--- config.mk ---
export PLATFORM = sky130hd
export DESIGN_NAME = phd_isqrt
export DESIGN_NICKNAME = d
export VERILOG_FILES = /design/src/rtl/core/phd_pkg.sv /design/src/rtl/core/phd_isqrt.sv
export SDC_FILE = /design/constraint.sdc
export NUM_CORES = 2
export LEC_CHECK = 0
export BUFFER_PORTS_ARGS = -buffer_cell sky130_fd_sc_hd__buf_2
export CAP_MARGIN = 10
export CORE_ASPECT_RATIO = 1.5
export CORE_MARGIN = 2
export CORE_UTILIZATION = 69
export CTS_CLUSTER_DIAMETER = 150
export DETAILED_ROUTE_END_ITERATION = 7
export GPL_TIMING_DRIVEN = 0
export HOLD_SLACK_MARGIN = 0.15
export PLACE_DENSITY_LB_ADDON = 0.05
export SKIP_CTS_REPAIR_TIMING = 1
export SYNTH_ARGS = -nofsm -noshare
export SYNTH_HDL_FRONTEND = slang
export SYNTH_MEMORY_MAX_BITS = 65536
export SYNTH_SLANG_ARGS = --single-unit
export TNS_END_PERCENT = 1
--- constraint.sdc ---
create_clock -name clk -period 5.9 [get_ports clk]
set_clock_uncertainty 0.2 [all_clocks]
set_input_delay 1.18 -clock clk [delete_from_list [all_inputs] [get_ports clk]]
set_output_delay 1.18 -clock clk [all_outputs]
set_load 0.01 [all_outputs]
--- src/rtl/core/phd_pkg.sv ---
package phd_pkg;

    localparam int COORD_WIDTH   = 32;
    localparam int CORDIC_STAGES = 18;

    // difference of two coordinates, and its magnitude
    localparam int DIFF_W = COORD_WIDTH + 1;
    localparam int MAG_W  = COORD_WIDTH;
    localparam int SQ_W   = 2 * MAG_W;
    localparam int SUM_W  = SQ_W + 1;

    // integer square root: one result bit per stage
    localparam int ROOT_W = (SUM_W + 1) / 2;
    localparam int RAD_W  = 2 * ROOT_W;
    localparam int REM_W  = ROOT_W + 3;

    // CORDIC datapath: x/y grow by the gain (< 2.33 with the quarter turn)
    localparam int CW     = DIFF_W + 3;
    localparam int ZW     = 34;
    localparam int ATAN_W = 30;

    localparam int HEAD_W = 19;
    localparam int DIST_W = ROOT_W;
    localparam int THR_W  = 16;

    localparam logic [THR_W-1:0] THR_RESET = THR_W'(7);

    localparam int HEAD_MAX    = 205887;
    localparam int HALF_PI_Q30 = 1686629713;
    localparam int ROUND_BIAS  = 8192;
    localparam int ANG_SHIFT   = 14;

    localparam logic signed [HEAD_W-1:0] HEAD_POS_MAX = HEAD_W'(HEAD_MAX);
    localparam logic signed [HEAD_W-1:0] HEAD_NEG_PI  = HEAD_W'(-HEAD_MAX);

    // stage counts after the difference register
    localparam int SQRT_LAT   = ROOT_W + 2;
    localparam int CORD_LAT   = CORDIC_STAGES + 2;
    localparam int HEAD_DELAY = SQRT_LAT - CORD_LAT;

    typedef struct packed {
        logic signed [COORD_WIDTH-1:0] ax;
        logic signed [COORD_WIDTH-1:0] ay;
        logic signed [COORD_WIDTH-1:0] bx;
        logic signed [COORD_WIDTH-1:0] by;
    } in_t;

    typedef struct packed {
        logic signed [HEAD_W-1:0] heading;
        logic [DIST_W-1:0]        distance;
        logic                     coincident;
    } out_t;

    // atan(2^-i) in Q2.30
    function automatic logic [ATAN_W-1:0] atan_q30(input int unsigned i);
        logic [ATAN_W-1:0] v;
        case (i)
            0:       v = ATAN_W'(843314857);
            1:       v = ATAN_W'(497837829);
            2:       v = ATAN_W'(263043837);
            3:       v = ATAN_W'(133525159);
            4:       v = ATAN_W'(67021687);
            5:       v = ATAN_W'(33543516);
            6:       v = ATAN_W'(16775851);
            7:       v = ATAN_W'(8388437);
            8:       v = ATAN_W'(4194283);
            9:       v = ATAN_W'(2097149);
            10:      v = ATAN_W'(1048576);
            11:      v = ATAN_W'(524288);
            12:      v = ATAN_W'(262144);
            13:      v = ATAN_W'(131072);
            14:      v = ATAN_W'(65536);
            15:      v = ATAN_W'(32768);
            16:      v = ATAN_W'(16384);
            17:      v = ATAN_W'(8192);
            18:      v = ATAN_W'(4096);
            19:      v = ATAN_W'(2048);
            20:      v = ATAN_W'(1024);
            21:      v = ATAN_W'(512);
            22:      v = ATAN_W'(256);
            23:      v = ATAN_W'(128);
            24:      v = ATAN_W'(64);
            25:      v = ATAN_W'(32);
            26:      v = ATAN_W'(16);
            27:      v = ATAN_W'(8);
            28:      v = ATAN_W'(4);
            29:      v = ATAN_W'(2);
            30:      v = ATAN_W'(1);
            default: v = '0;
        endcase
        return v;
    endfunction

endpackage

--- src/rtl/core/phd_isqrt.sv ---
module phd_isqrt (
    input  logic                         clk,
    input  logic                         rst_n,
    input  logic                         en,
    input  logic                         in_valid,
    input  logic [phd_pkg::SUM_W-1:0]    sum,
    output logic                         out_valid,
    output logic [phd_pkg::ROOT_W-1:0]   root
);

    localparam int N = phd_pkg::ROOT_W;

    logic                        valid_reg [N];
    logic [phd_pkg::ROOT_W-1:0]  root_reg  [N];
    logic [phd_pkg::REM_W-1:0]   rem_reg   [N-1];
    logic [phd_pkg::RAD_W-1:0]   rad_reg   [N-1];

    for (genvar k = 0; k < N; k++)
    begin : g_step
        logic [phd_pkg::REM_W-1:0]  rem_in, cur, trial;
        logic [phd_pkg::ROOT_W-1:0] root_in;
        logic [phd_pkg::RAD_W-1:0]  rad_in;
        logic                       v_in, ge;

        if (k == 0)
        begin : g_first
            assign rem_in  = '0;
            assign root_in = '0;
            assign rad_in  = phd_pkg::RAD_W'(sum);
            assign v_in    = in_valid;
        end
        else
        begin : g_next
            assign rem_in  = rem_reg[k-1];
            assign root_in = root_reg[k-1];
            assign rad_in  = rad_reg[k-1];
            assign v_in    = valid_reg[k-1];
        end

        // bring down the next pair of radicand bits, try root*4+1
        assign cur   = {rem_in[phd_pkg::REM_W-3:0], rad_in[phd_pkg::RAD_W-1 -: 2]};
        assign trial = {1'b0, root_in, 2'b01};
        assign ge    = cur >= trial;

        always_ff @(posedge clk or negedge rst_n)
        begin
            if (!rst_n)
                valid_reg[k] <= 1'b0;
            else if (en)
                valid_reg[k] <= v_in;
        end

        always_ff @(posedge clk)
        begin
            if (en)
                root_reg[k] <= {root_in[phd_pkg::ROOT_W-2:0], ge};
        end

        if (k < N - 1)
        begin : g_rem
            always_ff @(posedge clk)
            begin
                if (en)
                begin
                    rem_reg[k] <= ge ? cur - trial : cur;
                    rad_reg[k] <= rad_in << 2;
                end
            end
        end
    end

    assign out_valid = valid_reg[N-1];
    assign root      = root_reg[N-1];

endmodule

Yosys cells after proc, flatten, opt, wreduce, memory -nomap -nowiden
Memory sizes are Yosys's and may differ from the RTL's.
Cells that the tools add are included.

word-level totals
  output and inout bits = 34
  memories = 3
  bits in writable memories = 4,289
  logic and storage cells = 135
  bits of input ports = 69
  register bits = 33

memories
  name      depth  bits a word  read ports  clocked after Yosys merged registers in  wr ports  line             RTL
  rad_reg   32     64           32          0                                        32        phd_isqrt.sv:16  logic [phd_pkg::RAD_W-1:0] rad_reg [N-1];
  rem_reg   32     36           32          0                                        32        phd_isqrt.sv:15  logic [phd_pkg::REM_W-1:0] rem_reg [N-1];
  root_reg  33     33           33          0                                        33        phd_isqrt.sv:14  logic [phd_pkg::ROOT_W-1:0] root_reg [N];

cells by class
  muxes and demuxes = 34
  $add $sub $neg = 32
  magnitude comparators = 33

operators by type and width
  cell                                                                number
  36-bit by 35-bit >= comparator with 1-bit output                    32
  36-bit two-way mux                                                  32
  36-bit by 35-bit subtractor with 36-bit output                      31
  1-bit two-way mux                                                   2
  1-bit by 1-bit subtractor with 2-bit output, second input constant  1
  1-bit >= comparator, second input constant                          1

Logic depth before layout (Yosys ltp)
An unclocked memory read counts as a cell.

  depth in word-level cells = 3
  depth in mapped cells = 15

Least setup slack after synthesis
Ideal clock, no wire load.

  path kind = flip-flop to flip-flop
  from = memory rem_reg[7][38] (netlist name)
  to = memory rem_reg[7][105] (netlist name), data pin
  data required time = 5.440 ns
  arrival time = 3.357 ns
  setup slack = 2.084 ns
  cell stages (with the launch flop) = 13
  period minus slack after synthesis = 3.816 ns
  path buffers = 1
  path through = edfxtp_1 ha_1 a21oi_1 nor3b_1 a211oi_1 nor2_1 o21ai_0 a221o_1 a221o_1 nor3_2 clkbuf_1 nor2_1 mux2_2

RTL lines
  item         line
  from (decl)  phd_isqrt.sv:15

==> impl_metrics.yaml <==
global_route:
  grt_pass1_wl_mm: 433.7
  antenna_found_initial: 8
  grt_pass1_vias: 77673
  gr-total-overflow: 0
  grt_max_degree: 197
  track_usage_pct: 30.90
synthesis:
  synth_top_area_share_pct: 64.15
  synth_most_common_cell: "edfxtp_1"
  async_flop_share_pct: 1.230
  ys_types: 83
  syn_nets: 10146
  synth_top_cell_by_area: "edfxtp_1"
  synthesis.area_um2: 124000
  synthTopCellsByArea: "edfxtp_1, ha_1, xnor2_1"
  synth_seq_cells: 2682
  seq_area_frac_synth_pct: 64.81
  synth_edf_count: 2649
  yosysWarningCount: 0
  avgSynthCellArea_um2: 13.08
  synth_ff_type: "edfxtp_1"
  synth_common_cells: "edfxtp_1, inv_1, nor2_1"
  syn_inst: 9483
clock_network:
  clock_path_buffers: 4
  clockRootBuffer: "clkbuf_16"
  h-tree-depth: 4
  numCtsBuffers: 239
  clkLatencyLatePin_ns: 0.90
  cts_tree: "built"
  cts.sink_count: 2682
  clk_pin_slew_ns: 0.07
worst_setup_path:
  r2r-start: "root_reg[29][2]"
  startpoint: "root_reg[29][2]"
  path_buf_inv: 2
  cp_top_family: "compound AO/OA/AOI/OAI gates"
  ff2ff_path_depth: 12
  crit_path_top_delay_cell: "nor3b_1"
  worstPathArrival_ns: 5.86
  crit_path_max_incr_delay_ns: 0.75
  crit_chain: "inv_1, ha_1, a21oi_1, nor3b_1, a211oi_1, nor2_1, o21ai_0, a221o_1, a221o_1, nor3_2, clkbuf_1, o21ai_0"
  cp.required_ns: 6.23
  end_kind: "flop"
  crit_path_start_kind: "flop"
  timing.rr.end: "rem_reg[7][79]"
  critPathKind: "reg -> reg"
  critPathMaxFanout: 10
  r2r_slack_ns: 0.37
final_layout:
  design_area_um2: 135700
  final_cells: 12444
  areaGrowthSynthToFinish_pct: 9.404
  drive_above_1_share_pct: 6.965
  largest_reg_flops: 1056
  fin_nets: 10506
routing:
  dr.pass1.iters: 8
  antenna_left: 0
  wl_per_cell_um: 22.88
  viasPerCell: 6.201
  vias: 77170
  wl_mm: 284.8
  drt_iter0_markers: 7262
  drc: 0
sta:
  fmax_mhz: 180.9
  tns_ns: 0
  fin_crit_sh_pct: 93.71
  hold_violations: 0
  max_slew_margin_pct: 17.99
  slew_viol_final: 0
  worst_pin_slew_ns: 1.215
  min_period_ns: 5.529
  rsz0062_at_grt: "no"
  finalSetupViolations: 0
die:
  die_w_um: 350.1
  core-area_um2: 178500
  start_util_pct: 69.46
  fp-row-count: 190
  dieArea_um2: 183200
  io_pins: 103
  die_h_um: 523.2
power:
  pwr_density_cell_nw_per_um2: 391.6
  ir_worst_vdd_v: 0.0004078
  p_leak_nw: 52.18
placement:
  gp_congestion: 0.9633
  hpwl_mm: 195.9
  port_buffers: 102
  place_area_um2: 127900
  dp.cells: 12000
outcome:
  status: "completed"
run:
  maxCapViolCount: 0
min_path:
  hold_class: "in -> async"
==> cells by family after synthesis <==
kind of cell,share of synthesized area (%)
AO/OA/AOI/OAI,9.601
XOR/XNOR,6.124
adder cells (fa/ha/maj),5.993
buffers and inverters,2.853
flip-flops,64.81
multiplexers,1.312
other,0.003024
AND/OR/NAND/NOR,9.300
==> where the power goes <==
group | total (mW) | internal (mW) | switching, mW | leakage (nW)
Combinational | 11.7 | 4.80 | 6.92 | 22.5
Clock | 15.5 | 8.50 | 7.01 | 3.73
Sequential | 25.9 | 24.2 | 1.74 | 25.9
==> worst max-delay path by stage <==
stage	slack (ns)	end	cells after the start
6_report	0.37	rem_reg[7][79]	12
5_1_grt	0.27	rem_reg[7][81]	12
4_1_cts	0.42	rem_reg[7][81]	12
3_5_place_dp	0.08	rem_reg[6][36]	6
3_3_place_gp	-35.74	rem_reg[6][1]	1
2_1_floorplan	2.08	rem_reg[7][105]	12
==> layer usage <==
metal | wire [um] | global-route usage, %
met1 | 98510 | 33.09
met3 | 13120 | 3.626
met2 | 151800 | 57.13
met5 | 0 | 0
met4 | 21340 | 20.33
==> placed cells by master (no fill, tap or decap), types with 41 or more instances in the layout <==
cell type	count
edfxtp_1	2649
inv_1	758
nor2_1	620
a21oi_1	608
ha_1	594
nand2_1	566
o21ai_0	461
xnor2_1	449
xor2_1	418
a21o_1	263
clkbuf_16	240
nor3_1	223
clkbuf_1	186
mux2_2	140
nand3_1	135
nand2b_1	123
nor4_1	121
buf_2	107
o21a_1	106
nand4_1	104
or3_1	99
nor2b_1	80
o21bai_1	60
o31ai_1	57
or4_1	56
and3_1	49
clkinv_1	46
clkinv_2	46
a31oi_1	44
and2_1	41
==> stage by stage <==
step	util [%]	setup slack [ns]	hold slack (ns)	power, mW
after global placement	71.42	-35.74	0.2002	38.68
after floorplan	-	2.084	0.2003	33.77
after detailed placement	71.66	0.07703	0.2045	37.63
after global routing	75.99	0.2660	0.1607	55.32
after CTS	75.97	0.4186	0.08198	53.20
final	75.99	0.3713	0.1155	53.12
==> worst register-to-register path: stages, from the launching register on <==
cell and delay [ns]:
edfxtp_1 0.49, inv_1 0.08, ha_1 0.34, a21oi_1 0.25, nor3b_1 0.75, a211oi_1 0.21
nor2_1 0.26, o21ai_0 0.25, a221o_1 0.47, a221o_1 0.35, nor3_2 0.48, clkbuf_1 0.60
o21ai_0 0.43
==> area by class of cell <==
type                       count  area [um^2]
sequential                  2682        80370
fill                       10737        42870
multi-input combinational   5862        40090
clock buffer                 270         6118
tap                         2400         3003
inverter                     764         2868
clock inverter               164         1564
timing repair buffer         119        955.9
buffer                       175        670.6
antenna                        8        20.02
Note: power is estimated with default switching activity, not from simulation.
