--- src/rtl/core/phd_pkg.sv ---
package phd_pkg;

    localparam int COORD_WIDTH   = 32;
    localparam int CORDIC_STAGES = 18;

    // difference of two coordinates, and its magnitude
    localparam int DIFF_W = COORD_WIDTH + 1;
    localparam int MAG_W  = COORD_WIDTH;
    localparam int SQ_W   = 2 * MAG_W;
    localparam int SUM_W  = SQ_W + 1;

    // integer square root: one result bit per stage
    localparam int ROOT_W = (SUM_W + 1) / 2;
    localparam int RAD_W  = 2 * ROOT_W;
    localparam int REM_W  = ROOT_W + 3;

    // CORDIC datapath: x/y grow by the gain (< 2.33 with the quarter turn)
    localparam int CW     = DIFF_W + 3;
    localparam int ZW     = 34;
    localparam int ATAN_W = 30;

    localparam int HEAD_W = 19;
    localparam int DIST_W = ROOT_W;
    localparam int THR_W  = 16;

    localparam logic [THR_W-1:0] THR_RESET = THR_W'(7);

    localparam int HEAD_MAX    = 205887;
    localparam int HALF_PI_Q30 = 1686629713;
    localparam int ROUND_BIAS  = 8192;
    localparam int ANG_SHIFT   = 14;

    localparam logic signed [HEAD_W-1:0] HEAD_POS_MAX = HEAD_W'(HEAD_MAX);
    localparam logic signed [HEAD_W-1:0] HEAD_NEG_PI  = HEAD_W'(-HEAD_MAX);

    // stage counts after the difference register
    localparam int SQRT_LAT   = ROOT_W + 2;
    localparam int CORD_LAT   = CORDIC_STAGES + 2;
    localparam int HEAD_DELAY = SQRT_LAT - CORD_LAT;

    typedef struct packed {
        logic signed [COORD_WIDTH-1:0] ax;
        logic signed [COORD_WIDTH-1:0] ay;
        logic signed [COORD_WIDTH-1:0] bx;
        logic signed [COORD_WIDTH-1:0] by;
    } in_t;

    typedef struct packed {
        logic signed [HEAD_W-1:0] heading;
        logic [DIST_W-1:0]        distance;
        logic                     coincident;
    } out_t;

    // atan(2^-i) in Q2.30
    function automatic logic [ATAN_W-1:0] atan_q30(input int unsigned i);
        logic [ATAN_W-1:0] v;
        case (i)
            0:       v = ATAN_W'(843314857);
            1:       v = ATAN_W'(497837829);
            2:       v = ATAN_W'(263043837);
            3:       v = ATAN_W'(133525159);
            4:       v = ATAN_W'(67021687);
            5:       v = ATAN_W'(33543516);
            6:       v = ATAN_W'(16775851);
            7:       v = ATAN_W'(8388437);
            8:       v = ATAN_W'(4194283);
            9:       v = ATAN_W'(2097149);
            10:      v = ATAN_W'(1048576);
            11:      v = ATAN_W'(524288);
            12:      v = ATAN_W'(262144);
            13:      v = ATAN_W'(131072);
            14:      v = ATAN_W'(65536);
            15:      v = ATAN_W'(32768);
            16:      v = ATAN_W'(16384);
            17:      v = ATAN_W'(8192);
            18:      v = ATAN_W'(4096);
            19:      v = ATAN_W'(2048);
            20:      v = ATAN_W'(1024);
            21:      v = ATAN_W'(512);
            22:      v = ATAN_W'(256);
            23:      v = ATAN_W'(128);
            24:      v = ATAN_W'(64);
            25:      v = ATAN_W'(32);
            26:      v = ATAN_W'(16);
            27:      v = ATAN_W'(8);
            28:      v = ATAN_W'(4);
            29:      v = ATAN_W'(2);
            30:      v = ATAN_W'(1);
            default: v = '0;
        endcase
        return v;
    endfunction

endpackage

--- src/rtl/core/phd_diff_sq.sv ---
module phd_diff_sq (
    input  logic                               clk,
    input  logic                               rst_n,
    input  logic                               en,
    input  logic                               in_valid,
    input  phd_pkg::in_t                       in_data,
    output logic signed [phd_pkg::DIFF_W-1:0]  dx,
    output logic signed [phd_pkg::DIFF_W-1:0]  dy,
    output logic                               sum_valid,
    output logic [phd_pkg::SUM_W-1:0]          sum
);

    logic signed [phd_pkg::DIFF_W-1:0] dx_reg, dy_reg, dx_next, dy_next;
    logic [phd_pkg::MAG_W-1:0]         mx, my;
    logic [phd_pkg::SQ_W-1:0]          sqx_reg, sqy_reg;
    logic [phd_pkg::SUM_W-1:0]         sum_reg;
    logic                              va_reg, vb_reg, vc_reg;

    assign dx_next = phd_pkg::DIFF_W'(in_data.bx) - phd_pkg::DIFF_W'(in_data.ax);
    assign dy_next = phd_pkg::DIFF_W'(in_data.by) - phd_pkg::DIFF_W'(in_data.ay);

    // |d| never exceeds 2^COORD_WIDTH - 1, so it fits MAG_W bits
    assign mx = dx_reg[phd_pkg::DIFF_W-1] ? phd_pkg::MAG_W'(-dx_reg) : phd_pkg::MAG_W'(dx_reg);
    assign my = dy_reg[phd_pkg::DIFF_W-1] ? phd_pkg::MAG_W'(-dy_reg) : phd_pkg::MAG_W'(dy_reg);

    always_ff @(posedge clk or negedge rst_n)
    begin
        if (!rst_n)
        begin
            va_reg <= 1'b0;
            vb_reg <= 1'b0;
            vc_reg <= 1'b0;
        end
        else if (en)
        begin
            va_reg <= in_valid;
            vb_reg <= va_reg;
            vc_reg <= vb_reg;
        end
    end

    always_ff @(posedge clk)
    begin
        if (en)
        begin
            dx_reg  <= dx_next;
            dy_reg  <= dy_next;
            sqx_reg <= phd_pkg::SQ_W'(mx) * phd_pkg::SQ_W'(mx);
            sqy_reg <= phd_pkg::SQ_W'(my) * phd_pkg::SQ_W'(my);
            sum_reg <= phd_pkg::SUM_W'(sqx_reg) + phd_pkg::SUM_W'(sqy_reg);
        end
    end

    assign dx        = dx_reg;
    assign dy        = dy_reg;
    assign sum_valid = vc_reg;
    assign sum       = sum_reg;

endmodule

--- config.mk ---
export PLATFORM = sky130hd
export DESIGN_NAME = phd_diff_sq
export DESIGN_NICKNAME = d
export VERILOG_FILES = /design/src/rtl/core/phd_pkg.sv /design/src/rtl/core/phd_diff_sq.sv
export SDC_FILE = /design/constraint.sdc
export NUM_CORES = 2
export LEC_CHECK = 0
export CAP_MARGIN = 20
export CORE_MARGIN = 2
export CORE_UTILIZATION = 25
export DETAILED_ROUTE_END_ITERATION = 16
export DONT_BUFFER_PORTS = 1
export PLACE_DENSITY = 0.48
export SETUP_SLACK_MARGIN = 0.05
export SLEW_MARGIN = 40
export SYNTH_ARGS = -nofsm -noshare
export SYNTH_HDL_FRONTEND = slang
export SYNTH_SLANG_ARGS = --single-unit
--- constraint.sdc ---
create_clock -name clk -period 12.3 [get_ports clk]
set_input_delay 1.23 -clock clk [delete_from_list [all_inputs] [get_ports clk]]
set_output_delay 1.23 -clock clk [all_outputs]
set_load 0.05 [all_outputs]
# ---- Word level (Yosys, flattened, before mapping)
# Cells that the tools add are included.
# W data, S select, Z words.
dict set report word_totals {
  elab_cells 17
  inputBits 132
  memories 0
  ram_bits 0
  output_inout_bits 132
  regBits 262
  mem_bits_ro 0
  latchBits 0
}
dict set report op_classes {
  order_cmp 0
  reduce_logical 0
  shift 0
  addsub 5
  div 0
  bitwise_logic 0
  mux 2
  mul 2
  n_eq_ne 0
}
# operator n
set op_table {}
lappend op_table {{$mul A32 B32 Y64} 2}
lappend op_table {{$sub A32 B32 Y33} 2}
lappend op_table {{$add A64 B64 Y65} 1}
lappend op_table {{$mux W32} 2}
lappend op_table {{$neg A32 Y32} 2}

# ---- Depth between registers and ports, before layout
dict set report logic_depth {
  depth_word 3
  mapped_depth 43
  mapped_depth_nobuf 38
}

# ---- Least setup slack after synthesis
# Ideal clock, no wire load.
dict set report synth_path {
  path_type {register -> register}
  startpoint {register dy_reg (netlist bit dy[0])}
  endpoint {register sqy_reg[62] in the netlist's numbering (data pin)}
  required_time_ps 12035
  synth_period_minus_slack_ps 10545
  n_path_buf 5
  arrival_ps 10280
  setup_ps 265
  setup_slack_ps 1755
  stages_incl_launch_ff 37
  cell_sequence {edfxtp_1 -> clkbuf_1 -> inv_1 -> clkbuf_1 -> clkbuf_1 -> ha_1 -> nand3_1 -> nor3_1 -> nand2_1 -> or4_1 -> nand2b_1 -> o31ai_1 -> xor2_1 -> clkbuf_1 -> nor2_1 -> fa_1 -> fa_1 -> inv_1 -> fa_1 -> fa_1 -> inv_1 -> fa_1 -> fa_1 -> fa_1 -> fa_1 -> ha_1 -> clkbuf_1 -> a21o_1 -> a21o_1 -> a21oi_1 -> o221ai_1 -> a221o_1 -> a2111o_1 -> a41o_1 -> a41oi_1 -> o21ai_0 -> xor2_1}
}
dict set report synth_between {
  elab_chain_len 3
}
# item line_no
set synth_lines {}
lappend synth_lines {{start: declaration} phd_diff_sq.sv:13} ;# logic signed [phd_pkg::DIFF_W-1:0] dx_reg, dy_reg, dx_next, dy_next;
lappend synth_lines {{start signal: assignment} phd_diff_sq.sv:47} ;# dy_reg <= dy_next;
lappend synth_lines {{$neg A32 Y32} phd_diff_sq.sv:24} ;# assign my = dy_reg[phd_pkg::DIFF_W-1] ? phd_pkg::MAG_W'(-dy_reg) : phd_pkg::MAG_W'(dy_reg);
lappend synth_lines {{$mux W32 (*)} phd_diff_sq.sv:24}
lappend synth_lines {{$mul A32 B32 Y64 (*)} phd_diff_sq.sv:49} ;# sqy_reg <= phd_pkg::SQ_W'(my) * phd_pkg::SQ_W'(my);
lappend synth_lines {{end signal: assignment} phd_diff_sq.sv:49}
lappend synth_lines {{end: declaration} phd_diff_sq.sv:15} ;# logic [phd_pkg::SQ_W-1:0] sqx_reg, sqy_reg;
# Every way passes the cells marked *; elsewhere a longest branch is shown, timed or not.
# A chain may end at the register's enable or synchronous reset.

# ---- Worst setup path in the final report
dict set report layout_path {
  startpoint {register dy_reg (netlist bit dy[0])}
  endpoint {register sqy_reg[60] in the netlist's numbering (data pin)}
}
# The elaborated chain is that of the path after synthesis.

==> results.toml <==
[outcome]
run_status = "completed"

[clock_tree]
cts.clk_slew.worst_paths_ns = 0.08
max_root_sink_buffers = 3
cts.htree.levels = 2
clockRootBuffer = "sky130_fd_sc_hd__clkbuf_16"
cts_hold_repair.buffers = 0
worst_skew_pair.late_latency_ns = 0.69
numClockSinks = 260
post_cts_resized = 0
cts-buffers-inserted = 40
cts_setup_buffers = 0
clock_tree_from_tritoncts = "done"

[route]
vias_per_cell = 4.50
initialDrtViolationCount = 3522
drt-total-wl_mm = 237
drcViolationCount = 0
routedWlPerCell_um = 20.9
drt_pre_antenna_iters = 6
drt.antenna.violating_nets = 0
num_vias = 51300

[worst_setup_path]
setup.worst_path.end_class = "flip-flop"
critical_path_arrival_ns = 11.99
critical_path_required_ns = 12.70
slowest_delay_ns = 0.74
startpoint_type = "flip-flop"
path_common_cell = "sky130_fd_sc_hd__fa_1"
critical_path_peak_fanout = 17
worst_path_max_delay_cell = "sky130_fd_sc_hd__edfxtp_1"
worstSetupPathType = "reg -> reg"

[timing]
hold_violations = 0
tcrit_tclk_final_pct = 94.3
timing_worst_slew_pin_value_ns = 1.09
timing.fmax_mhz = 86.3
grt_setup_unrepaired = "false"
final-setup-viol-count = 0
worst_clock_skew_ns = 0.0906
fin_setup_tns_ns = 0
timing.final.crit_period_ns = 11.59
relSlewSlack_pct = 27.0
drv_slew = 0

[logic_synthesis]
synth-main-ff-cell = "sky130_fd_sc_hd__edfxtp_1"
count_of_flip_flops_with_a_built_in_enable_after_synthesis = 257
largest_family_of_logic_cells_by_synthesized_area = "adder cells"
synth_cells = 7573
synthAdderAreaFrac_pct = 56.2
synth_seq_area_share_pct = 10.8
synth_xor_area_share_pct = 4.43
synth_compound_gate_area_share_pct = 7.34
yosysWarnings = 0
synth.area.mux_share_pct = 0.0780
synth.lib_cells_used.distinct = 83
ys_ff_latch = 260
mappedNetlistArea_um2 = 72100
synthArstFlopShare_pct = 1.15
syn-mean-instance-area_um2 = 9.53
yosys.area_share.simple_pct = 9.23

[global_route]
grt_pass1_vias = 57100
globalRouteMet3Util_pct = 2.60
groute.usage.overall_pct = 16.4
grt_busiest_layer = "met2"
grt_antenna_before_repair = 12
grt_first_pass_wirelength_mm = 359
met2_usage_pct = 27.4
pin_count_of_the_biggest_net_entering_global_routing = 261
groute.layer.met1.usage_pct = 21.3
gr-total-overflow = 0

[floorplan]
ios = 264
die_area_um2 = 293000
initial_core_util_pct = 25.1
rows = 197
fp.dieW_um = 541
die_h_um = 541
placeableCoreArea_um2 = 288000

[final_layout]
max_ffs_per_register = 65
num-fill-cells = 30400
share_of_cells_above_drive_strength_1_pct = 4.53
multi_input_area_um2 = 56200
ff_latch_area_um2 = 7790
layout.nets = 9988
area_growth_syn_to_layout_pct = 9.84

[worst_hold_path]
hold_crit_class = "in -> async"

[run]
maxCapViolations = 0

[place]
number_of_port_buffers = 0
gp_congestion = 0.917
dp_hpwl_mm = 198
## routing by layer
layer	routed length [µm]	vias to the layer above	share of wire [%]
li1	-	22900	-
met1	100000	26500	42
met4	10800	4	4.5
met5	21	-	0.0088
met2	113000	1556	47
met3	13900	354	5.8
## synthesized netlist by cell type (15+ instances only)
| cell | instances | share of area (%) |
|---|---|---|
| sky130_fd_sc_hd__inv_1 | 2050 | 11 |
| sky130_fd_sc_hd__fa_1 | 1593 | 44 |
| sky130_fd_sc_hd__ha_1 | 692 | 12 |
| sky130_fd_sc_hd__nor2_1 | 649 | 3.4 |
| sky130_fd_sc_hd__nand2_1 | 636 | 3.3 |
| sky130_fd_sc_hd__edfxtp_1 | 257 | 11 |
| sky130_fd_sc_hd__a21oi_1 | 236 | 1.6 |
| sky130_fd_sc_hd__xnor2_1 | 230 | 2.8 |
| sky130_fd_sc_hd__clkbuf_1 | 184 | 0.96 |
| sky130_fd_sc_hd__a21o_1 | 167 | 1.7 |
| sky130_fd_sc_hd__o21ai_0 | 130 | 0.90 |
| sky130_fd_sc_hd__xor2_1 | 128 | 1.6 |
| sky130_fd_sc_hd__nor2b_1 | 40 | 0.35 |
| sky130_fd_sc_hd__o21a_1 | 40 | 0.42 |
| sky130_fd_sc_hd__nand3_1 | 39 | 0.27 |
| sky130_fd_sc_hd__nand2b_1 | 34 | 0.29 |
| sky130_fd_sc_hd__nand4_1 | 34 | 0.29 |
| sky130_fd_sc_hd__nor3_1 | 32 | 0.22 |
| sky130_fd_sc_hd__and3_1 | 29 | 0.25 |
| sky130_fd_sc_hd__o21bai_1 | 29 | 0.30 |
| sky130_fd_sc_hd__a31oi_1 | 26 | 0.23 |
| sky130_fd_sc_hd__o31ai_1 | 25 | 0.26 |
| sky130_fd_sc_hd__and2_1 | 22 | 0.19 |
| sky130_fd_sc_hd__a211oi_1 | 20 | 0.21 |
| sky130_fd_sc_hd__clkinv_1 | 15 | 0.078 |
## cell type report
cell class	instances	area share [%]
timing repair buffer	165	1.73
antenna	3	0.00947
inverter	2071	9.81
clock buffer	42	1.27
multi-input combinational	5033	71.0
tap	3781	5.97
clock inverter	30	0.407
sequential	260	9.83
## kinds of logic after synthesis
kind of cell	count (synthesis)
muxes	5
AOI/OAI and AO/OA	805
other	1
and+or+nand+nor	1575
buffers and inverters	2281
DFF	260
adders and majority gates	2285
xor gates and xnor gates	361
## critical path, delay by kind of cell, from the launching register on
| kind | cells | cell delay [ns] |
|---|---|---|
| adders and majority gates | 10 | 4.68 |
| xor gates and xnor gates | 2 | 0.21 |
| and+or+nand+nor | 5 | 1.37 |
| buffers and inverters | 6 | 1.26 |
| DFF | 1 | 0.74 |
| AOI/OAI and AO/OA | 11 | 3.01 |
## placed cells by master, fill, tap and decap left out, types with 12 or more instances in the layout
cell type                   Yosys  final
sky130_fd_sc_hd__inv_1       2050   2045
sky130_fd_sc_hd__fa_1        1593   1593
sky130_fd_sc_hd__ha_1         692    692
sky130_fd_sc_hd__nor2_1       649    648
sky130_fd_sc_hd__nand2_1      636    636
sky130_fd_sc_hd__edfxtp_1     257    257
sky130_fd_sc_hd__a21oi_1      236    236
sky130_fd_sc_hd__xnor2_1      230    196
sky130_fd_sc_hd__a21o_1       167    167
sky130_fd_sc_hd__buf_4          0    150
sky130_fd_sc_hd__o21ai_0      130    127
sky130_fd_sc_hd__xor2_1       128    113
sky130_fd_sc_hd__o21a_1        40     40
sky130_fd_sc_hd__nor2b_1       40     40
sky130_fd_sc_hd__clkbuf_16      0     40
sky130_fd_sc_hd__nand3_1       39     39
sky130_fd_sc_hd__nand2b_1      34     34
sky130_fd_sc_hd__nand4_1       34     34
sky130_fd_sc_hd__nor3_1        32     32
sky130_fd_sc_hd__xnor2_2        0     31
sky130_fd_sc_hd__o21bai_1      29     29
sky130_fd_sc_hd__and3_1        29     29
sky130_fd_sc_hd__a31oi_1       26     26
sky130_fd_sc_hd__o31ai_1       25     24
sky130_fd_sc_hd__and2_1        22     22
sky130_fd_sc_hd__a211oi_1      20     20
sky130_fd_sc_hd__clkinv_1      15     15
sky130_fd_sc_hd__xor2_2         2     13
sky130_fd_sc_hd__inv_2          5     12
## through the flow
| stage | cells | setup WS [ns] | instance area, µm² | hold WS [ns] | utilization, % |
|---|---|---|---|---|---|
| floorplan | 7574 | 1.76 | 72100 | 0.475 | - |
| global placement | 11300 | 0.740 | 77500 | 0.484 | 26.9 |
| detailed placement | 11300 | 0.884 | 77800 | 0.496 | 27.1 |
| CTS | 11400 | 0.840 | 79200 | 0.234 | 27.5 |
| global route | 11400 | 0.155 | 79200 | 0.269 | 27.5 |
| finish | 11400 | 0.706 | 79200 | 0.321 | 27.5 |
## worst paths after layout
path | from | endpoint | slack, ns | cells past startpoint
worst max-delay path | dy[0] | sqy_reg[60] | 0.71 | 34
worst min register to register | vb_reg | vb_reg | 0.51 | 1
worst min-delay path | rst_n | vb_reg | 0.32 | 0
max in group asynchronous | rst_n | va_reg | 11.91 | 0
worst max register to register | dy[0] | sqy_reg[60] | 0.71 | 34
min in group clk | vb_reg | vb_reg | 0.51 | 1
Power is not shown: default switching activity piles up to over one toggle a cycle in this logic, so the estimate is an artifact.
